==> src/isotp_pkg.sv <==
`timescale 1ns / 1ps
// ----------------------------------------------------------------------------
// isotp_pkg
// Shared types and constants of the transport reassembly receiver.
// ----------------------------------------------------------------------------
package isotp_pkg;

  localparam int IN_W  = 104;
  localparam int OUT_W = 88;

  localparam logic [2:0] REG_RX_ID       = 3'd0;
  localparam logic [2:0] REG_TX_ID       = 3'd1;
  localparam logic [2:0] REG_BLOCK_SIZE  = 3'd2;
  localparam logic [2:0] REG_SEP_TIME    = 3'd3;
  localparam logic [2:0] REG_RETRY_LIMIT = 3'd4;

  localparam logic [7:0]  BLOCK_SIZE_RST  = 8'd8;
  localparam logic [7:0]  SEP_TIME_RST    = 8'd10;
  localparam logic [15:0] RETRY_LIMIT_RST = 16'd10000;

  localparam logic [3:0] TYPE_SINGLE      = 4'h0;
  localparam logic [3:0] TYPE_FIRST       = 4'h1;
  localparam logic [3:0] TYPE_CONSECUTIVE = 4'h2;

  localparam logic [7:0]  FC_STATUS   = 8'h30;
  localparam logic [2:0]  FC_COUNT    = 3'd3;
  localparam logic [3:0]  SEQ_START   = 4'd1;
  localparam logic [3:0]  MAX_LEN     = 4'd8;
  localparam logic [15:0] RETRY_SAT   = 16'hFFFF;

  typedef enum logic [1:0] {
    KIND_CHUNK = 2'd0,
    KIND_FC    = 2'd1,
    KIND_ABORT = 2'd2
  } kind_t;

  typedef struct packed {
    logic [28:0] rx_id;
    logic [28:0] tx_id;
    logic [7:0]  block_size;
    logic [7:0]  sep_time;
    logic [15:0] retry_limit;
  } cfg_t;

  typedef struct packed {
    logic [7:0][7:0] data;
    logic [3:0]      data_len;
    logic [28:0]     frame_id;
  } frame_t;

  typedef struct packed {
    logic        receiving;
    logic [11:0] total_length;
    logic [11:0] received_count;
    logic [3:0]  expected_seq;
    logic [15:0] retry_count;
  } rx_state_t;

  typedef struct packed {
    kind_t           kind;
    logic            last;
    logic [6:0][7:0] bytes;
    logic [2:0]      byte_count;
    logic [28:0]     target_id;
  } result_t;

  typedef struct packed {
    logic [1:0] n;
    result_t    res0;
    result_t    res1;
    rx_state_t  nxt;
  } dec_t;

  function automatic result_t make_chunk(logic [6:0][7:0] src, logic [2:0] cnt,
                                         logic last);
    result_t r;
    r = '0;
    r.kind = KIND_CHUNK;
    r.byte_count = cnt;
    r.last = last;
    for (int i = 0; i < 7; i++) begin
      if (i < int'(cnt)) begin
        r.bytes[i] = src[i];
      end
    end
    return r;
  endfunction

endpackage

==> src/isotp_cfg.sv <==
`timescale 1ns / 1ps
// ----------------------------------------------------------------------------
// isotp_cfg
// Configuration register file, written through a plain write port.
// ----------------------------------------------------------------------------
module isotp_cfg (
  input  logic              clk,
  input  logic              rst,
  input  logic              cfg_we,
  input  logic [2:0]        cfg_index,
  input  logic [28:0]       cfg_data,
  output isotp_pkg::cfg_t   cfg
);

  isotp_pkg::cfg_t regs;

  always_ff @(posedge clk) begin
    if (rst) begin
      regs.rx_id       <= '0;
      regs.tx_id       <= '0;
      regs.block_size  <= isotp_pkg::BLOCK_SIZE_RST;
      regs.sep_time    <= isotp_pkg::SEP_TIME_RST;
      regs.retry_limit <= isotp_pkg::RETRY_LIMIT_RST;
    end else if (cfg_we) begin
      case (cfg_index)
        isotp_pkg::REG_RX_ID:       regs.rx_id       <= cfg_data;
        isotp_pkg::REG_TX_ID:       regs.tx_id       <= cfg_data;
        isotp_pkg::REG_BLOCK_SIZE:  regs.block_size  <= cfg_data[7:0];
        isotp_pkg::REG_SEP_TIME:    regs.sep_time    <= cfg_data[7:0];
        isotp_pkg::REG_RETRY_LIMIT: regs.retry_limit <= cfg_data[15:0];
        default: ;
      endcase
    end
  end

  assign cfg = regs;

endmodule

==> src/isotp_decode.sv <==
`timescale 1ns / 1ps
// ----------------------------------------------------------------------------
// isotp_decode
// Frame decode: results of one frame and the receiver state after it.
// ----------------------------------------------------------------------------
module isotp_decode (
  input  isotp_pkg::frame_t    frame,
  input  isotp_pkg::rx_state_t st,
  input  isotp_pkg::cfg_t      cfg,
  output isotp_pkg::dec_t      dec
);

  logic [3:0]      len;
  logic [7:0]      pci;
  logic [3:0]      ftype;
  logic [3:0]      low_nib;
  logic            foreign;
  logic            timeout;
  logic [15:0]     retry_inc;
  logic            abort;
  logic [6:0][7:0] src1;
  logic [6:0][7:0] src2;
  logic [3:0]      len_m1;
  logic [3:0]      len_m2;
  logic [2:0]      sf_cnt;
  logic [11:0]     ff_total;
  logic [2:0]      ff_cnt;
  logic            ff_done;
  logic [11:0]     cf_rem;
  logic [2:0]      cf_cnt;
  logic [11:0]     cf_rcv;
  logic            cf_done;
  isotp_pkg::result_t fc_res;
  isotp_pkg::result_t abort_res;

  assign len     = (frame.data_len > isotp_pkg::MAX_LEN) ? isotp_pkg::MAX_LEN : frame.data_len;
  assign pci     = frame.data[0];
  assign ftype   = pci[7:4];
  assign low_nib = pci[3:0];
  assign foreign = (frame.frame_id != '0) && (frame.frame_id != cfg.rx_id);
  assign timeout = (frame.frame_id == '0) || (len == 4'd0);

  assign retry_inc = (st.retry_count != isotp_pkg::RETRY_SAT) ?
                     st.retry_count + 16'd1 : st.retry_count;
  assign abort     = retry_inc >= cfg.retry_limit;

  assign src1 = frame.data[7:1];
  assign src2 = {8'd0, frame.data[7:2]};

  assign len_m1 = len - 4'd1;
  assign len_m2 = (len >= 4'd2) ? len - 4'd2 : 4'd0;

  assign sf_cnt = (low_nib < len_m1) ? low_nib[2:0] : len_m1[2:0];

  assign ff_total = {low_nib, frame.data[1]};
  assign ff_cnt   = ({8'd0, len_m2} < ff_total) ? len_m2[2:0] : ff_total[2:0];
  assign ff_done  = {9'd0, ff_cnt} >= ff_total;

  assign cf_rem  = (st.total_length > st.received_count) ?
                   st.total_length - st.received_count : 12'd0;
  assign cf_cnt  = ({8'd0, len_m1} < cf_rem) ? len_m1[2:0] : cf_rem[2:0];
  assign cf_rcv  = st.received_count + {9'd0, cf_cnt};
  assign cf_done = cf_rcv >= st.total_length;

  always_comb begin
    fc_res            = '0;
    fc_res.kind       = isotp_pkg::KIND_FC;
    fc_res.target_id  = cfg.tx_id;
    fc_res.byte_count = isotp_pkg::FC_COUNT;
    fc_res.bytes[0]   = isotp_pkg::FC_STATUS;
    fc_res.bytes[1]   = cfg.block_size;
    fc_res.bytes[2]   = cfg.sep_time;
    abort_res         = '0;
    abort_res.kind    = isotp_pkg::KIND_ABORT;
  end

  always_comb begin
    dec      = '0;
    dec.nxt  = st;
    if (foreign) begin
      dec.n = 2'd0;
    end else if (timeout) begin
      if (st.receiving) begin
        dec.res0 = fc_res;
        dec.n    = 2'd1;
      end
      if (abort) begin
        if (st.receiving) begin
          dec.res1 = abort_res;
          dec.n    = 2'd2;
        end else begin
          dec.res0 = abort_res;
          dec.n    = 2'd1;
        end
        dec.nxt.receiving   = 1'b0;
        dec.nxt.retry_count = '0;
      end else begin
        dec.nxt.retry_count = retry_inc;
      end
    end else if (!st.receiving) begin
      if (ftype == isotp_pkg::TYPE_SINGLE) begin
        if (low_nib != 4'd0 && len > 4'd1) begin
          dec.res0            = isotp_pkg::make_chunk(src1, sf_cnt, 1'b1);
          dec.n               = 2'd1;
          dec.nxt.retry_count = '0;
        end
      end else if (ftype == isotp_pkg::TYPE_FIRST) begin
        dec.res0               = isotp_pkg::make_chunk(src2, ff_cnt, ff_done);
        dec.res1               = fc_res;
        dec.n                  = 2'd2;
        dec.nxt.total_length   = ff_total;
        dec.nxt.received_count = {9'd0, ff_cnt};
        dec.nxt.expected_seq   = isotp_pkg::SEQ_START;
        dec.nxt.receiving      = !ff_done;
      end
    end else if (ftype != isotp_pkg::TYPE_CONSECUTIVE) begin
      dec.res0 = fc_res;
      dec.n    = 2'd1;
    end else if (low_nib != st.expected_seq) begin
      if (abort) begin
        dec.res0            = abort_res;
        dec.n               = 2'd1;
        dec.nxt.receiving   = 1'b0;
        dec.nxt.retry_count = '0;
      end else begin
        dec.nxt.retry_count = retry_inc;
      end
    end else begin
      dec.res0               = isotp_pkg::make_chunk(src1, cf_cnt, cf_done);
      dec.n                  = 2'd1;
      dec.nxt.received_count = cf_rcv;
      dec.nxt.expected_seq   = st.expected_seq + 4'd1;
      dec.nxt.retry_count    = '0;
      dec.nxt.receiving      = !cf_done;
    end
  end

endmodule

==> src/isotp_reassembly_receiver.sv <==
`timescale 1ns / 1ps
// ----------------------------------------------------------------------------
// isotp_reassembly_receiver
// Beats pass the input register, then each result the single result register
//   on m_*. Throughput: one frame per cycle while m_tready allows; a frame
//   with two results holds the input register until its second one is loaded.
// Reset (rst, synchronous): registers to defaults, idle, sequence 1, no beats.
// ----------------------------------------------------------------------------
module isotp_reassembly_receiver (
  input  logic                         clk,
  input  logic                         rst,
  // tdata: frame_id, data_len, byte0..byte7, zero pad
  input  logic                         s_tvalid,
  output logic                         s_tready,
  input  logic [isotp_pkg::IN_W-1:0]   s_tdata,
  // tdata: target_id, byte_count, out_byte0..out_byte6
  output logic                         m_tvalid,
  input  logic                         m_tready,
  output logic [isotp_pkg::OUT_W-1:0]  m_tdata,
  // tuser: result_kind
  output logic [1:0]                   m_tuser,
  output logic                         m_tlast,
  input  logic                         cfg_we,
  input  logic [2:0]                   cfg_index,
  input  logic [28:0]                  cfg_data
);

  isotp_pkg::cfg_t      cfg;
  isotp_pkg::frame_t    frame;
  isotp_pkg::rx_state_t st;
  isotp_pkg::dec_t      dec;
  isotp_pkg::result_t   res;
  isotp_pkg::result_t   sel;
  logic                 in_valid;
  logic                 phase;
  logic                 out_free;
  logic                 load;
  logic                 final_beat;
  logic                 consume;

  isotp_cfg u_cfg (
    .clk       (clk),
    .rst       (rst),
    .cfg_we    (cfg_we),
    .cfg_index (cfg_index),
    .cfg_data  (cfg_data),
    .cfg       (cfg)
  );

  isotp_decode u_decode (
    .frame (frame),
    .st    (st),
    .cfg   (cfg),
    .dec   (dec)
  );

  assign out_free   = !m_tvalid || m_tready;
  assign final_beat = phase || (dec.n == 2'd1);
  assign load       = in_valid && (dec.n != 2'd0) && out_free;
  assign consume    = in_valid && ((dec.n == 2'd0) || (load && final_beat));
  assign s_tready   = !in_valid || consume;
  assign sel        = phase ? dec.res1 : dec.res0;

  // input register
  always_ff @(posedge clk) begin
    if (rst) begin
      in_valid <= 1'b0;
    end else if (s_tready) begin
      in_valid <= s_tvalid;
    end
  end

  always_ff @(posedge clk) begin
    if (s_tready && s_tvalid) begin
      frame <= s_tdata[$bits(isotp_pkg::frame_t)-1:0];
    end
  end

  // second result of a frame
  always_ff @(posedge clk) begin
    if (rst) begin
      phase <= 1'b0;
    end else if (load) begin
      phase <= !final_beat;
    end
  end

  // receiver state
  always_ff @(posedge clk) begin
    if (rst) begin
      st.receiving      <= 1'b0;
      st.total_length   <= '0;
      st.received_count <= '0;
      st.expected_seq   <= isotp_pkg::SEQ_START;
      st.retry_count    <= '0;
    end else if (consume) begin
      st <= dec.nxt;
    end
  end

  // result register
  always_ff @(posedge clk) begin
    if (rst) begin
      m_tvalid <= 1'b0;
    end else if (out_free) begin
      m_tvalid <= load;
    end
  end

  always_ff @(posedge clk) begin
    if (load) begin
      res <= sel;
    end
  end

  assign m_tdata = {res.bytes, res.byte_count, res.target_id};
  assign m_tuser = res.kind;
  assign m_tlast = res.last;

`ifndef ASSERT_OFF
  a_phase_needs_pair: assert property (@(posedge clk) disable iff (rst)
    phase |-> (in_valid && dec.n == 2'd2))
    else $error("second-result phase without a two-result frame");

  a_abort_empty: assert property (@(posedge clk) disable iff (rst)
    (m_tvalid && m_tuser == isotp_pkg::KIND_ABORT) |-> (m_tdata == '0 && !m_tlast))
    else $error("abort beat carries payload");

  a_fc_layout: assert property (@(posedge clk) disable iff (rst)
    (m_tvalid && m_tuser == isotp_pkg::KIND_FC) |->
      (res.byte_count == isotp_pkg::FC_COUNT && res.bytes[0] == isotp_pkg::FC_STATUS
       && res.target_id == cfg.tx_id))
    else $error("malformed flow-control beat");

  a_idle_no_progress: assert property (@(posedge clk) disable iff (rst)
    (consume && !st.receiving && !dec.nxt.receiving) |=> (st.retry_count <= 16'hFFFF))
    else $error("retry count out of range");

  a_load_holds_pair: assert property (@(posedge clk) disable iff (rst)
    (load && !final_beat) |=> (in_valid && phase))
    else $error("frame dropped before its second result");
`endif

endmodule
==> config.mk <==
export PLATFORM = sky130hd
export DESIGN_NAME = isotp_reassembly_receiver
export DESIGN_NICKNAME = d
export VERILOG_FILES = /design/src/isotp_pkg.sv /design/src/isotp_cfg.sv /design/src/isotp_decode.sv /design/src/isotp_reassembly_receiver.sv
export SDC_FILE = /design/constraint.sdc
export NUM_CORES = 1
export LEC_CHECK = 0
export BUFFER_PORTS_ARGS = -buffer_cell sky130_fd_sc_hd__clkbuf_2
export CAP_MARGIN = 10
export CORE_MARGIN = 10
export CORE_UTILIZATION = 35
export CTS_BUF_LIST = sky130_fd_sc_hd__clkbuf_8 sky130_fd_sc_hd__clkbuf_16
export CTS_CLUSTER_DIAMETER = 60
export DETAILED_ROUTE_END_ITERATION = 8
export PLACE_DENSITY = 0.65
export SYNTH_ARGS = -nofsm -noshare
export SYNTH_HDL_FRONTEND = slang
export SYNTH_SLANG_ARGS = --single-unit
==> constraint.sdc <==
create_clock -name clk -period 10.3 [get_ports clk]
set_input_delay 2.06 -clock clk [delete_from_list [all_inputs] [get_ports clk]]
set_output_delay 2.06 -clock clk [all_outputs]
set_load 0.01 [all_outputs]
### Yosys cells after proc, flatten, opt, wreduce, memory -nomap -nowiden

Index checks and enable logic that the tools add are counted.

* bits of input ports: 141
* latch bits: 0
* memories: 0
* register bits: 326
* output and inout port bits: 93
* memory bits (writable): 0
* bits in read-only memories: 0
* word-level logic and storage cells: 190

* reduce and logical (&&, ||, !) cells: 38
* equal/unequal tests: 15
* $add $sub $neg: 6
* multipliers: 0
* muxes and demuxes: 63
* order comparisons: 30
* bitwise operators: 4
* shifts and indexed selects: 0
* div/mod/pow operators: 0

Operators by type and width (number)
* $mux 213: 5
* $mux 185: 2
* $mux 92: 4
* $mux 91: 4
* $mux 93: 3
* $mux 227: 1
* $mux 8: 20
* $mux 120: 1
* $mux 16: 7
* $mux 32: 2
* $logic_not 29->1: 1
* $ne 29x29->1: 1
* $reduce_bool 29->1: 1
* $mux 28: 1
* $lt 3x3->1 const A: 8
* $lt 4x12->1: 2
* $mux 12: 2
* $lt 1x3->1 const A: 6
* $lt 2x3->1 const A: 6
* $add 16x1->16 const B: 1
* $ge 16x16->1: 1
* $ne 16x16->1 const B: 1
* $add 12x3->12: 1
* $ge 12x12->1: 1
* 39 further kinds: 74

### Logic depth before layout (Yosys ltp)

* depth in word-level cells: 25
* gate-level depth with buffers: 33
* mapped depth without buffers: 32

### Modules after synthesis

Synthesis repeated with hierarchy kept, for this count alone.

* cells, all modules: 2019
* area, all modules: 19966.6 um2

Modules (own cells, without submodules)
* isotp_reassembly_receiver: cells an instance 640, instances 1, area an instance 9724.3 um2
* isotp_decode: cells an instance 1042, instances 1, area an instance 6592.6 um2
* isotp_cfg: cells an instance 337, instances 1, area an instance 3649.8 um2

### Worst setup path before layout

Ideal clock, no wire load.

* kind: register to register
* from: register st[0] (netlist name)
* to: register frame[0] (netlist name)
* period minus slack after synthesis: 8.970 ns
* required time: 9.716 ns
* data arrival time: 8.386 ns
* stages on the path, launching flop included: 20
* slack: 1.330 ns
* cells stage by stage: dfxtp_1 -> ha_1 -> and4_1 -> nand3_1 -> nand2_1 -> nor2_1 -> nand3_1 -> xnor2_1 -> ha_1 -> and3_1 -> a221o_1 -> a31oi_1 -> o221ai_1 -> ha_1 -> inv_1 -> o21ai_0 -> o2bb2ai_1 -> a22oi_1 -> nand2_1 -> a21oi_1

* word-level cells in the longest chain between the ends: 17
* elaborated cells between the ends (all ways): 22
* those cells by class: 1 x add/sub; 1 x order compare; 2 x eq/ne; 8 x mux; 10 x reduce/logical

RTL lines
* $add 16x1->16 or $ne 16x16->1 (tied branches): RTL line isotp_decode.sv:44, isotp_decode.sv:43
* $mux 16 *: RTL line isotp_decode.sv:43 `assign retry_inc = (st.retry_count != isotp_pkg::RETRY_SAT) ?`
* $ge 16x16->1 *: RTL line isotp_decode.sv:45 `assign abort = retry_inc >= cfg.retry_limit;`
* $mux 92: RTL line isotp_decode.sv:120 `if (abort) begin`
* $mux 92: RTL line isotp_decode.sv:119 `end else if (low_nib != st.expected_seq) begin`
* $mux 93: RTL line isotp_decode.sv:116 `end else if (ftype != isotp_pkg::TYPE_CONSECUTIVE) begin`
* $mux 93: RTL line isotp_decode.sv:100 `end else if (!st.receiving) begin`
* $mux 185 *: RTL line isotp_decode.sv:82 `end else if (timeout) begin`
* $mux 2 *: RTL line isotp_decode.sv:80 `if (foreign) begin`
* $reduce_bool 2->1: RTL line isotp_reassembly_receiver.sv:59 `assign load = in_valid && (dec.n != 2'd0) && out_free;`
* $logic_and 1x1->1 (2 in a row): RTL line isotp_reassembly_receiver.sv:59
* $logic_and 1x1->1: RTL line isotp_reassembly_receiver.sv:60 `assign consume = in_valid && ((dec.n == 2'd0) || (load && final_beat));`
* $logic_or 1x1->1 *: RTL line isotp_reassembly_receiver.sv:60
* $logic_and 1x1->1 *: RTL line isotp_reassembly_receiver.sv:60
* $logic_or 1x1->1 *: RTL line isotp_reassembly_receiver.sv:61 `assign s_tready = !in_valid || consume;`
* $logic_and 1x1->1 *: RTL line isotp_reassembly_receiver.sv:74 `if (s_tready && s_tvalid) begin`

Every way passes the cells marked *; elsewhere a longest branch is shown, timed or not. The select of a mux whose other input is x is not followed.
A chain may end at the register's enable or synchronous reset.

### Worst setup path after layout

* from: register st[3] (netlist name)
* to: output port s_tready

* word-level cells in the longest chain between the ends: 16
* elaborated cells between the ends (all ways): 21
* those cells by class: 1 x add/sub; 1 x order compare; 2 x eq/ne; 8 x mux; 9 x reduce/logical

RTL lines
* $add 16x1->16 or $ne 16x16->1 (tied branches): RTL line isotp_decode.sv:44, isotp_decode.sv:43
* $mux 16 *: RTL line isotp_decode.sv:43
* $ge 16x16->1 *: RTL line isotp_decode.sv:45
* $mux 92: RTL line isotp_decode.sv:120
* $mux 92: RTL line isotp_decode.sv:119
* $mux 93: RTL line isotp_decode.sv:116
* $mux 93: RTL line isotp_decode.sv:100
* $mux 185 *: RTL line isotp_decode.sv:82
* $mux 2 *: RTL line isotp_decode.sv:80
* $reduce_bool 2->1: RTL line isotp_reassembly_receiver.sv:59
* $logic_and 1x1->1 (2 in a row): RTL line isotp_reassembly_receiver.sv:59
* $logic_and 1x1->1: RTL line isotp_reassembly_receiver.sv:60
* $logic_or 1x1->1 *: RTL line isotp_reassembly_receiver.sv:60
* $logic_and 1x1->1 *: RTL line isotp_reassembly_receiver.sv:60
* $logic_or 1x1->1 *: RTL line isotp_reassembly_receiver.sv:61
* end: declaration: RTL line isotp_reassembly_receiver.sv:14 `output logic s_tready,`

Marks and branches as above.

==> impl_metrics.toml <==
[run_status]
outcome = "complete, no violations"

[pwr]
ir_drop_uv = 135
power_density_nw_per_um2 = 156
p_leak_nw = 7.40
finalPower_mw = 2.98

[timing]
min_period_ps = 7700
fin_crit_sh_pct = 74.8
slew_headroom_pct = 17.0
fmax_mhz = 130
finClkSkew_ps = 16.9
finalHoldViolCount = 0
setup_viol = 0
worstMarginPinSlew_ps = 1240
tns_ps = 0
drv_slew = 0
rsz0062_at_grt = "no"

[logic_synthesis]
syn-num-nets = 1828
syn-cell-area_um2 = 16100
avgSynthCellArea_um2 = 9.96
synth.distinct_cells = 82
yosysMostFrequentCell = "nand2_1"
async_reset_ff_share_pct = 0
ys_seq_elements = 326
synthTopCellsByCount = "nand2_1, edfxtp_1, a21oi_1"
synth_edf_count = 188
ys.flop_type = "edfxtp_1"
ys_top_cells_by_area = "edfxtp_1, dfxtp_1, nand2_1"
synth_top_cell_by_area = "edfxtp_1"
yosysWarnings = 0
synth_top_area_share_pct = 35.0
ys_seq_area_share_pct = 52.1
syn_inst = 1619

[drt]
drt-pass1-iter-count = 5
first_iter_violations = 1147
vias_per_cell = 5.39
drc = 0
postRouteAntennaNets = 0
finalWirelength_mm = 47.7
wl_per_cell_um = 19.4
num_vias = 13200

[hold_path]
min-delay-start = "u_cfg.cfg[38]$_SDFFE_PP0P_"
hold_class = "register to register"

[final_layout]
seq_area_um2 = 8410
drive_gt1_share_pct = 18.4
multi_input_area_um2 = 7090
fin_nets = 2031
syn_to_final_growth_pct = 18.0
fill_cells = 4460

[cts]
cts_tree = "done"
cts_sinks = 326
cts_root_buf = "clkbuf_16"
htreeDepth = 2
ctsResizeCount = 0
clk_pin_slew_worst_paths_ps = 60
cts_max_path_buffers = 3
holdBufCountCts = 0
clock_latency_ps = 560
cts_buffers = 39
post_cts_buffers = 0

[setup_path]
crit_fanout = 10
cp-startpoint = "st[3]$_SDFFE_PP0P_"
cp-end-kind = "primary output"
r2r-start = "st[32]$_SDFFE_PP0P_"
crit_required_ps = 8240
critPathKind = "register to primary output"
startpoint_type = "register"
arrival_ps = 5640

[global_route]
grt-ovfl-total = 0
antenna_found_initial = 5
gr-usage-all-layers_pct = 16.5
first_global_vias = 13000
grt_pass1_wl_mm = 73.2
grt_max_degree = 112

[floorplan]
die_area_um2 = 55100
rows = 78
fp.dieH_um = 235
die_w_um = 235
initial_utilization_pct = 35.5
io_pins = 234
core-area_um2 = 45500

[place]
place_hpwl_mm = 35.0
gp_congestion = 0.876
io_buffers = 226

[flow_run]
drv_cap = 0
## cells by family (layout without fill, tap and decap cells)
group	count (synthesis)	in the layout	share of synthesized area, %
compound gates	395	395	16.0
xor+xnor	57	57	3.10
fa+ha+maj	68	68	5.37
buf+inv	164	396	4.06
flops	326	326	52.1
mux	36	36	2.36
other cells	0	2	0
simple gates	573	573	17.0
## cell type report
type / instances / share of cell area, %
multi-input combinational: 1129 / 37.3
clock buffer: 40 / 5.20
inverter: 88 / 1.74
clock inverter: 30 / 1.18
tap: 600 / 3.95
antenna: 2 / 0.0263
sequential: 326 / 44.2
timing repair buffer: 238 / 6.43
## path summary, 6_finish.rpt
kind / endpoint / slack (ps) / depth (start not counted)
worst max-delay path: s_tready / 2600 / 21
worst min-delay path: u_cfg.cfg[38]$_SDFFE_PP0P_ / 450 / 2
worst max register to register: m_tlast$_SDFFCE_PP0P_ / 3030 / 29
worst min register to register: u_cfg.cfg[38]$_SDFFE_PP0P_ / 450 / 2
## sequential cells by signal, indices dropped and copies added (netlist names)
name,flops
frame,97
u_cfg.cfg,90
m_tdata,88
st,45
m_tuser,2
in_valid,1
m_tlast,1
m_tvalid,1
phase,1
## per-stage QoR
step           std cells  setup WS [ps]  util, %  hold slack [ps]  instance area, um2
2_1_floorplan       1619           1330        -              432               16100
3_3_place_gp        2380           3350     39.1              439               17800
3_5_place_dp        2380           3090     39.1              446               17800
4_1_cts             2450           2610     41.8              454               19000
5_1_grt             2451           2050     41.8              471               19000
6_report            2453           2600     41.8              451               19000
## cells in the final DEF, fill, tap and decap left out, types with 10 or more instances in the layout
master	synthesis	routed
inv_1	87	95
xor2_1	32	32
a221o_1	10	10
nand2b_1	20	20
a31oi_1	21	21
dfxtp_1	138	138
a221oi_1	16	16
ha_1	66	66
and2_1	10	10
clkbuf_16	0	39
nand3b_1	12	12
buf_4	5	13
mux2i_1	24	24
nor4_1	18	18
and3_1	12	12
nand3_1	21	21
clkbuf_2	1	225
mux2_2	10	10
nor2b_1	42	42
nor3_1	19	19
xnor2_1	25	25
or3_1	12	12
nand2_1	266	266
a21oi_1	160	158
a22o_1	23	23
nor2_1	78	76
a21o_1	15	15
or2_2	11	11
edfxtp_1	188	188
a211oi_1	17	17
o21ai_0	55	55
nand4_1	25	25
## metal layers
layer  up-vias  wire length [um]  track usage (%)
li1       6261                 -                -
met1      6283             20100             20.5
met2       555             21900             26.8
met3       106              4350             5.37
met4        10              1210             4.46
met5         -                66                0
## worst max-delay path: stages (launching register included)
cell      delay, ps
dfxtp_1         440
and4_1          310
nand3_1         130
nor2_1          130
nand3_1         310
nand2_1         170
nor2_1           80
nand3_1         140
xnor2_1         140
ha_1            250
and3_1          200
a221o_1         290
a31oi_1         270
o221ai_1        430
ha_1            430
inv_1            50
nor3b_1         370
nor4_1          120
a222oi_1        310
buf_4           240
nand2b_1        140
clkbuf_2        150
## power by group
group          total [mW]  leakage, nW  internal [mW]  switching [mW]
logic               0.210         3.74         0.0735           0.137
registers            1.45         3.02           1.41          0.0402
clock network        1.31        0.638          0.755           0.555
Power figures use the tool's default switching activity.
